`config.mk`:
```
export PLATFORM = sky130hd
export DESIGN_NAME = lidar_frame_parser_top_flat
export DESIGN_NICKNAME = d
export VERILOG_FILES = /design/src/hdl/lfp_pkg.sv /design/src/hdl/lfp_rx_if.sv /design/src/hdl/lfp_res_if.sv /design/src/hdl/lfp_cfg_if.sv /design/src/hdl/lfp_cfg_regs.sv /design/src/hdl/lfp_frame_fsm.sv /design/src/hdl/lidar_frame_parser_top.sv /design/src/flat_wrapper.sv
export SDC_FILE = /design/constraint.sdc
export NUM_CORES = 1
export LEC_CHECK = 0
export BUFFER_PORTS_ARGS = -buffer_cell sky130_fd_sc_hd__buf_2
export CORE_MARGIN = 3
export CORE_UTILIZATION = 40
export DETAILED_ROUTE_END_ITERATION = 10
export PLACE_DENSITY = 0.65
export SLEW_MARGIN = 20
export SYNTH_ARGS = -nofsm -noshare
export SYNTH_HDL_FRONTEND = slang
export SYNTH_HIERARCHICAL = 1
export SYNTH_SLANG_ARGS = --single-unit
```
`constraint.sdc`:
```
create_clock -name clk -period 2.9 [get_ports clk]
set_input_delay 0.145 -clock clk [delete_from_list [all_inputs] [get_ports clk]]
set_output_delay 0.145 -clock clk [all_outputs]
set_load 0.005 [all_outputs]
```
`src/hdl/lfp_pkg.sv`:
```
`timescale 1ns / 1ps
// ----------------------------------------------------------------------------
// lfp_pkg
// Shared types and constants for the range-sensor frame parser.
// ----------------------------------------------------------------------------
package lfp_pkg;

  localparam int BYTE_W     = 8;
  localparam int DIST_W     = 16;
  localparam int CFG_IDX_W  = 8;
  localparam int CFG_DATA_W = 16;
  localparam int IDX_W      = 4;

  // Frame bytes before the checksum: two header bytes plus six payload bytes
  localparam logic [IDX_W-1:0] FRAME_BODY_LEN = IDX_W'(8);
  localparam logic [IDX_W-1:0] IDX_DIST_LOW   = IDX_W'(2);
  localparam logic [IDX_W-1:0] IDX_DIST_HIGH  = IDX_W'(3);

  localparam logic [BYTE_W-1:0] HEADER_BYTE_RESET    = 8'h59;
  localparam logic [DIST_W-1:0] DISTANCE_LIMIT_RESET = 16'd100;

  // Register indexes on the configuration channel
  localparam logic [CFG_IDX_W-1:0] CFG_HEADER_BYTE    = CFG_IDX_W'(0);
  localparam logic [CFG_IDX_W-1:0] CFG_DISTANCE_LIMIT = CFG_IDX_W'(1);

  typedef enum logic [1:0] {
    PH_HUNT1   = 2'd0,
    PH_HUNT2   = 2'd1,
    PH_PAYLOAD = 2'd2,
    PH_CHECK   = 2'd3
  } phase_t;

  typedef struct packed {
    logic [BYTE_W-1:0] header_byte;
    logic [DIST_W-1:0] distance_limit;
  } cfg_t;

  typedef struct packed {
    logic              fire;
    logic [DIST_W-1:0] distance;
    logic              checksum_ok;
  } result_t;

endpackage

```
`src/hdl/lfp_rx_if.sv`:
```
`timescale 1ns / 1ps
// ----------------------------------------------------------------------------
// lfp_rx_if
// Byte request channel into the frame parser.
// ----------------------------------------------------------------------------
interface lfp_rx_if;
  logic                      valid;
  logic                      ready;
  logic [lfp_pkg::BYTE_W-1:0] rx_byte;

  modport source (output valid, output rx_byte, input ready);
  modport sink   (input valid, input rx_byte, output ready);
endinterface

```
`src/hdl/lfp_res_if.sv`:
```
`timescale 1ns / 1ps
// ----------------------------------------------------------------------------
// lfp_res_if
// Result request channel out of the frame parser.
// ----------------------------------------------------------------------------
interface lfp_res_if;
  logic                      valid;
  logic                      ready;
  logic [lfp_pkg::DIST_W-1:0] distance;
  logic                      checksum_ok;

  modport source (output valid, output distance, output checksum_ok, input ready);
  modport sink   (input valid, input distance, input checksum_ok, output ready);
endinterface

```
`src/hdl/lfp_cfg_if.sv`:
```
`timescale 1ns / 1ps
// ----------------------------------------------------------------------------
// lfp_cfg_if
// Register write channel: index and data.
// ----------------------------------------------------------------------------
interface lfp_cfg_if;
  logic                          valid;
  logic                          ready;
  logic [lfp_pkg::CFG_IDX_W-1:0]  index;
  logic [lfp_pkg::CFG_DATA_W-1:0] data;

  modport source (output valid, output index, output data, input ready);
  modport sink   (input valid, input index, input data, output ready);
endinterface

```
`src/hdl/lfp_cfg_regs.sv`:
```
`timescale 1ns / 1ps
// ----------------------------------------------------------------------------
// lfp_cfg_regs
// Header byte and distance limit registers.
// ----------------------------------------------------------------------------
module lfp_cfg_regs (
  input  logic                           clk,
  input  logic                           rst,
  input  logic                           wr_en,
  input  logic [lfp_pkg::CFG_IDX_W-1:0]  wr_index,
  input  logic [lfp_pkg::CFG_DATA_W-1:0] wr_data,
  output lfp_pkg::cfg_t                  cfg
);

  always_ff @(posedge clk) begin
    if (rst) begin
      cfg.header_byte    <= lfp_pkg::HEADER_BYTE_RESET;
      cfg.distance_limit <= lfp_pkg::DISTANCE_LIMIT_RESET;
    end else if (wr_en) begin
      unique case (wr_index)
        lfp_pkg::CFG_HEADER_BYTE: begin
          cfg.header_byte <= wr_data[lfp_pkg::BYTE_W-1:0];
        end
        lfp_pkg::CFG_DISTANCE_LIMIT: begin
          cfg.distance_limit <= wr_data[lfp_pkg::DIST_W-1:0];
        end
        default: begin
          // drop writes to unknown indexes
        end
      endcase
    end
  end

endmodule

```
`src/hdl/lfp_frame_fsm.sv`:
```
`timescale 1ns / 1ps
// ----------------------------------------------------------------------------
// lfp_frame_fsm
// Header hunt, payload capture, running sum and checksum verdict.
// ----------------------------------------------------------------------------
module lfp_frame_fsm (
  input  logic                        clk,
  input  logic                        rst,
  input  logic                        byte_en,
  input  logic [lfp_pkg::BYTE_W-1:0]  rx_byte,
  input  lfp_pkg::cfg_t               cfg,
  output lfp_pkg::result_t            result
);

  lfp_pkg::phase_t              phase, phase_next;
  logic [lfp_pkg::IDX_W-1:0]    byte_index, byte_index_next;
  logic [lfp_pkg::BYTE_W-1:0]   running_sum, running_sum_next;
  logic [lfp_pkg::BYTE_W-1:0]   distance_low, distance_low_next;
  logic [lfp_pkg::BYTE_W-1:0]   distance_high, distance_high_next;
  logic [lfp_pkg::DIST_W-1:0]   raw_distance;
  logic [lfp_pkg::BYTE_W-1:0]   sum_add;
  logic [lfp_pkg::IDX_W-1:0]    index_inc;

  assign sum_add      = running_sum + rx_byte;
  assign index_inc    = byte_index + lfp_pkg::IDX_W'(1);
  assign raw_distance = {distance_high, distance_low};

  always_ff @(posedge clk) begin
    if (rst) begin
      phase         <= lfp_pkg::PH_HUNT1;
      byte_index    <= '0;
      running_sum   <= '0;
      distance_low  <= '0;
      distance_high <= '0;
    end else if (byte_en) begin
      phase         <= phase_next;
      byte_index    <= byte_index_next;
      running_sum   <= running_sum_next;
      distance_low  <= distance_low_next;
      distance_high <= distance_high_next;
    end
  end

  always_comb begin
    phase_next         = phase;
    byte_index_next    = byte_index;
    running_sum_next   = running_sum;
    distance_low_next  = distance_low;
    distance_high_next = distance_high;
    result.fire        = 1'b0;
    result.distance    = '0;
    result.checksum_ok = 1'b0;
    unique case (phase)
      lfp_pkg::PH_HUNT1, lfp_pkg::PH_HUNT2: begin
        if (rx_byte == cfg.header_byte) begin
          running_sum_next = sum_add;
          byte_index_next  = index_inc;
          phase_next       = (phase == lfp_pkg::PH_HUNT1) ? lfp_pkg::PH_HUNT2
                                                          : lfp_pkg::PH_PAYLOAD;
        end else begin
          // restart the hunt; the byte is not retried as a first header
          phase_next       = lfp_pkg::PH_HUNT1;
          byte_index_next  = '0;
          running_sum_next = '0;
        end
      end
      lfp_pkg::PH_PAYLOAD: begin
        if (byte_index == lfp_pkg::IDX_DIST_LOW) begin
          distance_low_next = rx_byte;
        end else if (byte_index == lfp_pkg::IDX_DIST_HIGH) begin
          distance_high_next = rx_byte;
        end
        running_sum_next = sum_add;
        byte_index_next  = index_inc;
        if (index_inc >= lfp_pkg::FRAME_BODY_LEN) begin
          phase_next = lfp_pkg::PH_CHECK;
        end
      end
      lfp_pkg::PH_CHECK: begin
        result.fire = 1'b1;
        if (running_sum == rx_byte) begin
          result.checksum_ok = 1'b1;
          result.distance    = (raw_distance > cfg.distance_limit) ? cfg.distance_limit
                                                                   : raw_distance;
        end
        phase_next       = lfp_pkg::PH_HUNT1;
        byte_index_next  = '0;
        running_sum_next = '0;
      end
      default: begin
        phase_next = lfp_pkg::PH_HUNT1;
      end
    endcase
  end

`ifndef ASSERT_OFF
  a_check_count: assert property (@(posedge clk) disable iff (rst)
    (phase == lfp_pkg::PH_CHECK) |-> (byte_index == lfp_pkg::FRAME_BODY_LEN))
    else $error("checksum phase without a full frame body");

  a_payload_count: assert property (@(posedge clk) disable iff (rst)
    (phase == lfp_pkg::PH_PAYLOAD) |->
      (byte_index >= lfp_pkg::IDX_W'(2) && byte_index < lfp_pkg::FRAME_BODY_LEN))
    else $error("payload byte count out of range");

  a_hunt_count: assert property (@(posedge clk) disable iff (rst)
    (phase == lfp_pkg::PH_HUNT1) |-> (byte_index == '0 && running_sum == '0))
    else $error("hunt phase with stale frame state");

  a_fire_restart: assert property (@(posedge clk) disable iff (rst)
    (byte_en && result.fire) |=> (phase == lfp_pkg::PH_HUNT1))
    else $error("frame did not restart after a result");

  a_clamp: assert property (@(posedge clk) disable iff (rst)
    result.fire |-> (result.distance <= cfg.distance_limit))
    else $error("distance above limit");
`endif

endmodule

```
`src/hdl/lidar_frame_parser_top.sv`:
```
`timescale 1ns / 1ps
// ----------------------------------------------------------------------------
// lidar_frame_parser_top
// Byte-serial frame parser for a range-sensor link, with result register.
// ----------------------------------------------------------------------------
// The parser takes one received byte per clock cycle and answers each
// nine-byte frame (two header bytes, six payload bytes, one checksum byte)
// with a single result, which is registered when the checksum byte is
// accepted. Bytes are accepted in every cycle in which the result register
// is empty or its result is being taken in that same cycle, so a steady
// stream runs at one byte per cycle; only a result left waiting downstream
// holds the byte channel. The header and payload bytes produce no result.
// A byte that does not match the header while hunting restarts the hunt.
// Distance is frame byte 3 * 256 + frame byte 2, clamped to distance_limit;
// a checksum mismatch yields distance 0 with checksum_ok low. Registers
// (index 0 header_byte, reset 0x59; index 1 distance_limit, reset 100) are
// written through the configuration channel, which is always ready; writes
// to other indexes are dropped. There is no clearing pass after reset.
// ----------------------------------------------------------------------------
module lidar_frame_parser_top (
  input  logic       clk,
  input  logic       rst,
  lfp_rx_if.sink     rx,
  lfp_res_if.source  res,
  lfp_cfg_if.sink    cfg
);

  lfp_pkg::cfg_t    cfg_regs;
  lfp_pkg::result_t result;
  logic             rx_accept;
  logic             res_valid;
  logic [lfp_pkg::DIST_W-1:0] res_distance;
  logic             res_checksum_ok;

  // configuration writes are registered directly, so never stall the request
  assign cfg.ready = 1'b1;

  lfp_cfg_regs u_cfg_regs (
    .clk      (clk),
    .rst      (rst),
    .wr_en    (cfg.valid && cfg.ready),
    .wr_index (cfg.index),
    .wr_data  (cfg.data),
    .cfg      (cfg_regs)
  );

  // advance the parser whenever the result register can take a new value
  assign rx.ready  = !res_valid || res.ready;
  assign rx_accept = rx.valid && rx.ready;

  lfp_frame_fsm u_frame_fsm (
    .clk     (clk),
    .rst     (rst),
    .byte_en (rx_accept),
    .rx_byte (rx.rx_byte),
    .cfg     (cfg_regs),
    .result  (result)
  );

  // result register: load on a checksum byte, hold while stalled
  always_ff @(posedge clk) begin
    if (rst) begin
      res_valid <= 1'b0;
    end else if (rx.ready) begin
      res_valid <= rx_accept && result.fire;
    end
  end

  always_ff @(posedge clk) begin
    if (rx_accept && result.fire) begin
      res_distance    <= result.distance;
      res_checksum_ok <= result.checksum_ok;
    end
  end

  assign res.valid       = res_valid;
  assign res.distance    = res_distance;
  assign res.checksum_ok = res_checksum_ok;

endmodule

```
`src/flat_wrapper.sv`:
```
// flat-port wrapper written by rule: the top's interface ports become plain ports
module lidar_frame_parser_top_flat 
  (clk, rst, rx_valid, rx_rx_byte, rx_ready, res_valid, res_distance, res_checksum_ok, res_ready, cfg_valid, cfg_index, cfg_data, cfg_ready);
  lfp_rx_if rx_i ();
  lfp_res_if res_i ();
  lfp_cfg_if cfg_i ();
  input  logic clk;
  input  logic rst;
  input wire logic [$bits(rx_i.valid)-1:0] rx_valid;
  input wire logic [$bits(rx_i.rx_byte)-1:0] rx_rx_byte;
  output wire logic [$bits(rx_i.ready)-1:0] rx_ready;
  output wire logic [$bits(res_i.valid)-1:0] res_valid;
  output wire logic [$bits(res_i.distance)-1:0] res_distance;
  output wire logic [$bits(res_i.checksum_ok)-1:0] res_checksum_ok;
  input wire logic [$bits(res_i.ready)-1:0] res_ready;
  input wire logic [$bits(cfg_i.valid)-1:0] cfg_valid;
  input wire logic [$bits(cfg_i.index)-1:0] cfg_index;
  input wire logic [$bits(cfg_i.data)-1:0] cfg_data;
  output wire logic [$bits(cfg_i.ready)-1:0] cfg_ready;
  assign rx_i.valid = rx_valid;
  assign rx_i.rx_byte = rx_rx_byte;
  assign rx_ready = rx_i.ready;
  assign res_valid = res_i.valid;
  assign res_distance = res_i.distance;
  assign res_checksum_ok = res_i.checksum_ok;
  assign res_i.ready = res_ready;
  assign cfg_i.valid = cfg_valid;
  assign cfg_i.index = cfg_index;
  assign cfg_i.data = cfg_data;
  assign cfg_ready = cfg_i.ready;
  lidar_frame_parser_top u_core (.clk(clk), .rst(rst), .rx(rx_i), .res(res_i), .cfg(cfg_i));
endmodule
```
==> results.yml, run 1 <==
placed_design:
  place.gp.congestion: 0.906
  place_area_um2: 4300
  dp.cells: 589
  port-buffer-count: 55
  hpwl_mm: 6.96
critical_path:
  cp-start-kind: "flop"
  r2r_slack_ns: 0.15
  arrival_ns: 2.88
  critPathCapture: "u_core/res.distance[15]"
  path_common_cell: "a21oi_1"
  crit_chain: "inv_1, ha_1, a21oi_1, o21a_1, o221ai_1, a2111oi_4, buf_4, o21ai_1, a21oi_1"
  worstSetupPathType: "flop to flop"
  cp_max_fo: 10
  r2r_cells: 9
  critPathSlowestCell: "a2111oi_4"
  worstSetupStartpoint: "u_core/u_cfg_regs/cfg[7]"
  timing.critical_path.to_type: "flop"
  cp.required_ns: 3.03
  r2r-start: "u_core/u_cfg_regs/cfg[7]"
  critPathMaxStageDelay_ns: 0.58
  r2r-end: "u_core/res.distance[15]"
finish:
  design_area_um2: 4530
  layout.nets: 534
  area.growth.synth_to_final_pct: 15.3
  n_antenna_cell: 0
  utilization: 0.482
  drive_above_1_share: 0.197
  final_cell_count_no_fill: 605
timing:
  fin_setup_tns_ns: 0
  setup_viol: 0
  tightest_slew_ns: 0.743
  slew_headroom: 0.503
  skew_ns: 0.0149
  finalHoldViolCount: 0
  clock.fmax_ghz: 0.363
  slew_violations: 0
  period_minus_slack_ns: 2.75
  grt_setup_unrepaired: "no"
  min_period_over_period: 0.949
detailed_routing:
  vias: 3336
  ant_nets: 0
  vias_per_cell: 5.51
  wl_per_cell_um: 15.7
  drtIter0Drc: 219
  wl_mm: 9.51
  first_pass_iters: 5
  route.detailed.drc: 0
power_and_ir_drop:
  p_sw_frac: 0.234
  power.switching_w: 0.000478
  seqPwrFrac: 0.500
  p_clk_frac: 0.447
  internal_power_w: 0.00156
  p_comb_frac: 0.053
  p_per_area_nw_per_um2: 450
  ir_worst_vdd_mv: 0.233
  total_leakage_power_nw: 1.74
synthesis:
  syn_avg_cell_area_um2: 9.27
  synth_xor_area_frac: 0.0334
  synth_flop_cell: "dfxtp_1"
  yosys.area_share.simple: 0.197
  synth-warning-count: 6
  synth_fa_ha_area_frac: 0.0847
  synth_top_family_by_area: "simple AND/OR/NAND/NOR gates"
  synth_edf_count: 17
  ys_types: 55
  synthMuxAreaShare: 0.0716
  synthArstFlopShare: 0
  yosysSeqAreaShare: 0.410
  synth-compound-area-share: 0.150
  mappedNetlistArea_um2: 3930
  synth-seq-cells: 72
  synth.net_count: 487
  synthCells: 424
cts:
  clock_sinks: 72
  cts_tree: "done"
  numCtsBuffers: 9
  h-tree-depth: 3
  root_buffer: "clkbuf_8"
  post-cts-setup-buffer-count: 0
  cts-hold-fix-buffers: 0
  clk_path_buf_depth: 2
  path_clk_slew_ns: 0.08
  postCtsResizedCells: 0
  worst_skew_pair.late_latency_ns: 0.35
die:
  die_h_um: 105
  fp.dieArea_um2: 11100
  core_um2: 9420
  start_util: 0.418
  pin_count: 57
  row_count: 35
  fp.dieW_um: 105
run:
  cap_violations: 0
hold_path:
  hold_depth: 3
  holdCritPathClass: "primary input to flop"
global_routing:
  antenna_found_initial: 0
  grt-ovfl-total: 0
  grt_pass1_vias: 3132
  track_usage: 0.177
  grt_first_pass_wirelength_mm: 15.6
  grt_max_degree: 40
run_status:
  status: "finished, final reports clean"
## sequential cells by signal, summed over array words and instances (netlist names)
name	count
u_core/res.distance	16
u_core/u_frame_fsm/running_sum	8
u_core/res.valid	1
u_core/u_frame_fsm/byte_index	4
u_core/res.checksum_ok	1
u_core/u_frame_fsm/distance_low	8
u_core/u_frame_fsm/phase	2
u_core/u_frame_fsm/distance_high	8
u_core/u_cfg_regs/cfg	24
## worst max-delay path: cells and delay by family, from the launching register on
kind            cells  cell delay, ns
flops               1            0.42
compound gates      6            1.47
buf+inv             2            0.33
fa+ha+maj           1            0.31
## Yosys cell counts, types with 2 or more instances
cell type | count | area, µm²
a21o_1 | 4 | 30.0
a21oi_1 | 50 | 250
and2_1 | 2 | 12.5
and4_1 | 2 | 17.5
buf_2 | 4 | 20.0
buf_4 | 5 | 37.5
clkbuf_1 | 15 | 56.3
dfxtp_1 | 55 | 1100
edfxtp_1 | 17 | 510
ha_1 | 25 | 313
inv_1 | 21 | 78.8
mux2i_1 | 27 | 270
nand2_1 | 18 | 67.6
nand2b_1 | 7 | 43.8
nand3_1 | 29 | 145
nand3b_1 | 2 | 15.0
nand4_1 | 16 | 100
nor2_1 | 36 | 135
nor2b_1 | 5 | 31.3
nor3_4 | 2 | 32.5
nor3b_1 | 3 | 22.5
nor4_1 | 3 | 18.8
nor4_2 | 2 | 25.0
o21ai_0 | 11 | 55.1
o21ai_1 | 8 | 40.0
o31ai_1 | 13 | 97.6
xnor2_1 | 5 | 43.8
xor2_1 | 10 | 87.6
## routing by layer
metal  share of wire  up-vias  global-route usage  wire length, µm
met1            0.48     1593               0.247             4540
met2            0.46      105               0.274             4390
met3           0.048       10              0.0364              456
met5               0        -                   0                0
li1                -     1628                   -                -
met4           0.013        0              0.0572              125
## cells in the final DEF (no fill, tap or decap), drive strengths merged, types with 19 or more instances in the layout
master | Yosys | layout
dfxtp | 55 | 55
nor2 | 36 | 36
mux2i | 27 | 27
a21oi | 50 | 50
inv | 21 | 21
nand3 | 29 | 29
buf | 10 | 61
o21ai | 19 | 19
ha | 25 | 25
nand2 | 19 | 19
## cell families (layout without fill, tap and decap cells)
logic type,count (synthesis),count (layout)
and+or+nand+nor,139,139
AOI/OAI and AO/OA,97,97
DFF,72,72
buffers and inverters,46,98
muxes,28,28
adders and majority gates,26,26
xor gates and xnor gates,15,15
other,1,1
## how the worst min path moves through the flow
stage	start	to	slack, ns
after global routing	cfg_data[11]	u_core/u_cfg_regs/cfg[11]	0.04
after global placement	cfg_data[8]	u_core/u_cfg_regs/cfg[8]	0.41
after detailed placement	cfg_data[8]	u_core/u_cfg_regs/cfg[8]	0.41
final	cfg_data[8]	u_core/u_cfg_regs/cfg[8]	0.04
after floorplan	rst	u_core/res.valid	0.21
after CTS	cfg_data[8]	u_core/u_cfg_regs/cfg[8]	0.04
## layout make-up
class / instances / area (µm²)
clock inverter: 5 / 60.1
clock buffer: 11 / 174
multi-input combinational: 306 / 2130
inverter: 21 / 78.8
timing repair buffer: 61 / 320
tap: 129 / 161
fill: 874 / 4880
sequential: 72 / 1610
## power groups by stage
stage | Clock [W] | Combinational, W | Sequential (W)
final | 0.000912 | 0.000108 | 0.00102
after global routing | 0.000966 | 0.000121 | 0.00102
after detailed placement | 0 | 0.000108 | 0.00104
after CTS | 0.000923 | 0.000108 | 0.00102
after global placement | 0 | 0.000107 | 0.00104
after floorplan | 0 | 0.0000566 | 0.00104
## per-stage QoR
step,hold WS (ns),power (W),worst slack (ns)
after global placement,0.410,0.00115,0.302
final,0.0445,0.00204,0.149
after global routing,0.0368,0.00211,0.0615
after detailed placement,0.407,0.00115,0.245
after CTS,0.0352,0.00205,0.207
after floorplan,0.214,0.00110,0.720
No activity file was read; power rests on OpenSTA's default activity.
==> run 2, diff against run 1 <==
--- a/config.mk
+++ b/config.mk
@@ -9,7 +9,8 @@
 export CORE_MARGIN = 3
 export CORE_UTILIZATION = 40
 export DETAILED_ROUTE_END_ITERATION = 10
-export PLACE_DENSITY = 0.65
+export PLACE_DENSITY = 0.67
+export RECOVER_POWER = 50
 export SLEW_MARGIN = 20
 export SYNTH_ARGS = -nofsm -noshare
 export SYNTH_HDL_FRONTEND = slang
==> constraint.sdc (replaced) <==
create_clock -name clk -period 2.35 [get_ports clk]
set_input_delay 0.1175 -clock clk [delete_from_list [all_inputs] [get_ports clk]]
set_output_delay 0.1175 -clock clk [all_outputs]
set_load 0.005 [all_outputs]
==> run 2 against run 1 <==
Net effect:
- non-clock buffer count rose by 37
- cell count rose by 6.0%
- highest routed layer unchanged
- global-route usage rose by 1.7 points
- largest power group unchanged
==> results.yml, run 2 (synthesis gave the netlist of run 1 again) <==
run_status:
  status: "finished, final reports clean"
finish:
  final_cell_mix: "dfxtp_1 (55), a21oi_1 (48), buf_2 (47), buf_4 (40), nor2_1 (36)"
  area.growth.synth_to_final_pct: 21.6
  multiInputGateArea_um2: 2110
  regMostFlops: "u_core/u_cfg_regs/cfg"
  drive_above_1_share: 0.236
  regArea_um2: 1610
  n_antenna_cell: 0
  largest_register_ffs: 24
  final_cell_count_no_fill: 641
  layout.nets: 571
  reg_top3: "u_core/u_cfg_regs/cfg x24, u_core/res.distance x16"
  final_common_cell: "dfxtp_1"
  fill_cells: 908
power_and_ir_drop:
  internal_power_w: 0.00178
  seqPwrFrac: 0.539
  p_per_area_nw_per_um2: 489
  p_sw_frac: 0.240
  ir_worst_vdd_mv: 0.198
  p_comb_frac: 0.059
  p_clk_frac: 0.403
  total_leakage_power_nw: 1.88
  power.switching_w: 0.000561
critical_path:
  path_delay_family: "compound AO/OA/AOI/OAI gates"
  cp-start-kind: "flop"
  crit_buf_inv: 2
  r2r-start: "u_core/u_cfg_regs/cfg[11]"
  cp_max_fo: 16
  worstSetupStartpoint: "u_core/u_cfg_regs/cfg[11]"
  r2r-end: "u_core/res.distance[7]"
  critPathMaxStageDelay_ns: 0.34
  worstSetupPathType: "flop to flop"
  arrival_ns: 2.34
  critPathSlowestCell: "dfxtp_1"
  r2r_cells: 9
  crit_cells: 9
  timing.critical_path.to_type: "flop"
  r2r_slack_ns: 0.09
  cp.required_ns: 2.44
  critPathCapture: "u_core/res.distance[7]"
  crit_chain: "inv_1, ha_1, nand4_1, nor4_4, a21boi_4, a2111oi_4, buf_12, o21ai_1, a21oi_2"
placed_design:
  port-buffer-count: 55
  dp.cells: 624
  place.gp.congestion: 0.975
  pre_cts_ws_ns: -0.140
  hpwl_mm: 7.95
timing:
  finalHoldViolCount: 0
  fin_ws_ns: 0.0907
  clock.fmax_ghz: 0.443
  slew_violations: 0
  tightest_slew_ns: 0.940
  slew_headroom: 0.370
  setup_viol: 0
  period_minus_slack_ns: 2.26
  skew_ns: 0.0150
  min_period_over_period: 0.961
cts:
  clk_path_buf_depth: 2
  cts-hold-fix-buffers: 0
  worst_skew_pair.late_latency_ns: 0.34
  path_clk_slew_ns: 0.07
  cts_tree: "done"
  clock_sinks: 72
  h-tree-depth: 3
  numCtsBuffers: 9
  root_buffer: "clkbuf_8"
die:
  core_um2: 9420
  start_util: 0.418
  die_h_um: 105
  fp.dieArea_um2: 11100
  pin_count: 57
  row_count: 35
  fp.dieW_um: 105
detailed_routing:
  wl_mm: 10.5
  wl_per_cell_um: 16.4
  drtIter0Drc: 244
  vias_per_cell: 5.37
  route.detailed.drc: 0
  first_pass_iters: 4
  vias: 3442
  ant_nets: 0
run:
  cap_violations: 0
global_routing:
  antenna_found_initial: 0
  grt_pass1_vias: 3386
  grt_first_pass_wirelength_mm: 17.0
  grt_max_degree: 26
  track_usage: 0.194
  grt-ovfl-total: 0
hold_path:
  holdCritPathClass: "primary input to flop"
[run 2: changes by cell type in the layout (fill, tap and decap cells not counted), moves of 3 or more]
cell      change
clkbuf_1      +8
buf_4        +34
o21ai_1       +6
buf_12        +3
buf_2         -8
o21ai_0       -6
[run 2: area by class of cell]
class                      instances  share of cell area
clock buffer                      11              0.0340
clock inverter                     4             0.00550
timing repair buffer              98               0.131
multi-input combinational        306               0.442
tap                              129              0.0338
sequential                        72               0.337
inverter                          21              0.0165
[run 2: metrics by stage]
stage	total power, W	TNS (ns)	cell area (µm²)	utilization	hold WS, ns
floorplan	0.00136	0	3930	-	0.187
global placement	0.00143	-1.16	4590	0.487	0.378
detailed placement	0.00143	-1.46	4590	0.487	0.381
CTS	0.00236	0	4800	0.510	0.0157
global route	0.00242	-0.0484	4780	0.508	0.0227
finish	0.00234	0	4780	0.508	0.0252
[run 2: worst register-to-register path, stage by stage, from the launching register on]
cell and delay (ns):
dfxtp_1 0.34, inv_1 0.05, ha_1 0.31, nand4_1 0.19, nor4_4 0.34, a21boi_4 0.28, a2111oi_4 0.06, buf_12 0.17
o21ai_1 0.18, a21oi_2 0.09
[run 2: layer usage]
metal | global-route usage | vias up | wire length [µm]
li1 | - | 1705 | -
met1 | 0.268 | 1604 | 4810
met2 | 0.300 | 112 | 4840
met3 | 0.0284 | 21 | 571
met4 | 0.0862 | 0 | 282
met5 | 0 | - | 0
[run 2: how the worst min path moves through the flow]
stage	from	depth (start not counted)	endpoint	slack, ns
4_1_cts	cfg_data[8]	3	u_core/u_cfg_regs/cfg[8]	0.02
5_1_grt	cfg_data[15]	3	u_core/u_cfg_regs/cfg[15]	0.02
6_report	cfg_data[8]	3	u_core/u_cfg_regs/cfg[8]	0.03
3_5_place_dp	cfg_data[8]	3	u_core/u_cfg_regs/cfg[8]	0.38
2_1_floorplan	rst	1	u_core/res.valid	0.19
3_3_place_gp	cfg_data[14]	3	u_core/u_cfg_regs/cfg[14]	0.38
[run 2: what timing repair did]
action,4_1_cts,5_1_grt
gates resized for setup,1,9
pin swaps,1,2
setup endpoints to repair,16,16
cloned,0,0
setup buffers,1,1
[run 2: power groups by stage]
| stage | clock network, W | logic [W] | registers (W) |
|---|---|---|---|
| floorplan | 0 | 0.0000699 | 0.00129 |
| detailed placement | 0 | 0.000140 | 0.00129 |
| CTS | 0.000956 | 0.000140 | 0.00126 |
| global route | 0.00101 | 0.000151 | 0.00126 |
| global placement | 0 | 0.000137 | 0.00129 |
| finish | 0.000942 | 0.000137 | 0.00126 |
==> run 3, diff against run 2 <==
--- a/config.mk
+++ b/config.mk
@@ -7,9 +7,9 @@
 export LEC_CHECK = 0
 export BUFFER_PORTS_ARGS = -buffer_cell sky130_fd_sc_hd__buf_2
 export CORE_MARGIN = 3
-export CORE_UTILIZATION = 40
+export CORE_UTILIZATION = 36
 export DETAILED_ROUTE_END_ITERATION = 10
-export PLACE_DENSITY = 0.67
+export PLACE_DENSITY = 0.62
 export RECOVER_POWER = 50
 export SLEW_MARGIN = 20
 export SYNTH_ARGS = -nofsm -noshare
==> run 3 against run 2 <==
Net effect:
- cell count grew 1.4%
- critical path depth grew 1
- core utilization shrank 4.8 points
- clock power grew 0.5%
- sequential power is essentially flat
- clock-buffer cell count grew 1
- via count shrank 0.20%
- routed wire length grew 0.87%
- flip-flop and latch count is the same
- worst setup slack lost 0.0060 ns
- combinational power is essentially flat
- sequential share of layout area shrank 0.11 points
==> results.yml, run 3 (synthesis gave the netlist of run 1 again) <==
power_and_ir_drop:
  p_sw_frac: 0.241
  internal_power_w: 0.00178
  total_leakage_power_nw: 1.89
  power.switching_w: 0.000565
  p_per_area_nw_per_um2: 487
  p_comb_frac: 0.057
  ir_worst_vdd_mv: 0.234
  p_clk_frac: 0.404
  seqPwrFrac: 0.538
critical_path:
  timing.critical_path.to_type: "flop"
  path_delay_family: "compound AO/OA/AOI/OAI gates"
  arrival_ns: 2.37
  worstSetupPathType: "flop to flop"
  cp-start-kind: "flop"
  critPathSlowestCell: "dfxtp_1"
  path_common_cell: "buf_4"
  critPathMaxStageDelay_ns: 0.35
  cp.required_ns: 2.46
  crit_buf_inv: 3
  crit_chain: "inv_1, ha_1, nand2_1, buf_4, nor4_4, a21boi_4, a2111oi_4, buf_4, o21ai_1, a21oi_2"
  cp_max_fo: 6
global_routing:
  antenna_found_initial: 0
  grt_max_degree: 31
  grt_pass1_vias: 3296
  grt_first_pass_wirelength_mm: 17.0
  grt-ovfl-total: 0
  track_usage: 0.175
hold_path:
  holdCritPathClass: "primary input to flop"
detailed_routing:
  first_pass_iters: 5
  wl_mm: 10.6
  drtIter0Drc: 235
  route.detailed.drc: 0
  wl_per_cell_um: 16.3
  vias_per_cell: 5.28
  vias: 3435
  ant_nets: 0
timing:
  period_minus_slack_ns: 2.27
  min_period_over_period: 0.964
  grt_setup_unrepaired: "yes"
  skew_ns: 0.0117
  slew_headroom: 0.386
  setup_viol: 0
  slew_violations: 0
  finalHoldViolCount: 0
  tightest_slew_ns: 0.916
  clock.fmax_ghz: 0.441
finish:
  regMostFlops: "u_core/u_cfg_regs/cfg"
  final_common_cell: "dfxtp_1"
  drive_above_1_share: 0.255
  area.growth.synth_to_final_pct: 22.2
  largest_register_ffs: 24
  utilization: 0.459
  n_antenna_cell: 0
  final_cell_mix: "dfxtp_1 (52), buf_2 (47), a21oi_1 (46), buf_4 (42), nor2_1 (36)"
  final_cell_count_no_fill: 650
  layout.nets: 572
  reg_top3: "u_core/u_cfg_regs/cfg x24, u_core/res.distance x16"
run:
  cap_violations: 0
cts:
  numCtsBuffers: 9
  root_buffer: "clkbuf_8"
  worst_skew_pair.late_latency_ns: 0.36
  h-tree-depth: 3
  cts_tree: "done"
  clock_sinks: 72
  clk_path_buf_depth: 2
  path_clk_slew_ns: 0.08
  cts-hold-fix-buffers: 0
die:
  core_um2: 10500
  die_h_um: 111
  fp.dieW_um: 111
  pin_count: 57
  fp.dieArea_um2: 12200
  row_count: 37
  start_util: 0.376
placed_design:
  dp.cells: 631
  place.gp.congestion: 0.928
  hpwl_mm: 8.12
  port-buffer-count: 55
run_status:
  status: "finished, final reports clean"
run 3: changes by cell type in the layout (fill, tap and decap cells not counted), moves of 2 or more:
| cell | before | now |
|---|---|---|
| dfxtp_1 | 55 | 52 |
| dfxtp_2 | 0 | 3 |
| o21ai_2 | 0 | 3 |
| a21oi_1 | 48 | 46 |
| a21oi_2 | 2 | 4 |
| buf_12 | 3 | 1 |
| buf_4 | 40 | 42 |
| clkbuf_8 | 10 | 12 |
| o21ai_0 | 5 | 3 |
run 3: final timing paths:
check,startpoint,end,slack [ns],cells past startpoint
max,u_core/u_cfg_regs/cfg[7],u_core/res.distance[5],0.08,10
max reg2reg,u_core/u_cfg_regs/cfg[7],u_core/res.distance[5],0.08,10
min,cfg_data[10],u_core/u_cfg_regs/cfg[10],0.008,3
min reg2reg,u_core/u_frame_fsm/running_sum[0],u_core/u_frame_fsm/running_sum[0],0.47,2
run 3: cell type report:
| class | count | area, µm² |
|---|---|---|
| clock buffers | 12 | 165 |
| clock inverters | 4 | 26.3 |
| fillers | 1028 | 5660 |
| inverters | 21 | 78.8 |
| multi-input cells | 306 | 2140 |
| flip-flops and latches | 72 | 1620 |
| well taps | 136 | 170 |
| repair buffers | 99 | 612 |
run 3: layer usage:
metal | up-vias | global-route usage | part of all wire | wire, µm
met3 | 19 | 0.0373 | 0.052 | 556
met1 | 1607 | 0.242 | 0.47 | 5000
li1 | 1703 | - | - | -
met5 | - | 0 | 0 | 0
met4 | 0 | 0.0690 | 0.026 | 272
met2 | 106 | 0.268 | 0.45 | 4770
run 3: worst reg2reg max path: cells and delay by family (launching register included):
kind	cells	cell delay, ns
AND/OR/NAND/NOR	2	0.41
buffers and inverters	3	0.38
AO/OA/AOI/OAI	4	0.57
flip-flops	1	0.35
adder cells (fa/ha/maj)	1	0.30
run 3: repair_timing:
item                                    4_1_cts  5_1_grt
gates resized for setup                       0       22
pin swaps                                     1        5
buffers inserted                              3        0
endpoints found under the setup margin       16       16
run 3: power by group through the flow:
| stage | clock network, W | registers (W) | logic [W] |
|---|---|---|---|
| 6_report | 0.000947 | 0.00126 | 0.000134 |
| 5_1_grt | 0.00103 | 0.00126 | 0.000147 |
| 4_1_cts | 0.000960 | 0.00126 | 0.000137 |
| 3_5_place_dp | 0 | 0.00129 | 0.000137 |
| 3_3_place_gp | 0 | 0.00129 | 0.000135 |
| 2_1_floorplan | 0 | 0.00129 | 0.0000699 |
run 3: metrics by stage:
step / setup WS (ns) / TNS (ns) / total power (W) / hold slack [ns] / cell area (µm²)
2_1_floorplan: 0.170 / 0 / 0.00136 / 0.187 / 3930
3_3_place_gp: -0.0960 / -1.19 / 0.00142 / 0.384 / 4580
3_5_place_dp: -0.218 / -2.02 / 0.00143 / 0.391 / 4580
4_1_cts: 0.0757 / 0 / 0.00236 / 0.00548 / 4800
5_1_grt: -0.0422 / -0.294 / 0.00244 / 0.0159 / 4810
6_report: 0.0847 / 0 / 0.00234 / 0.00766 / 4810
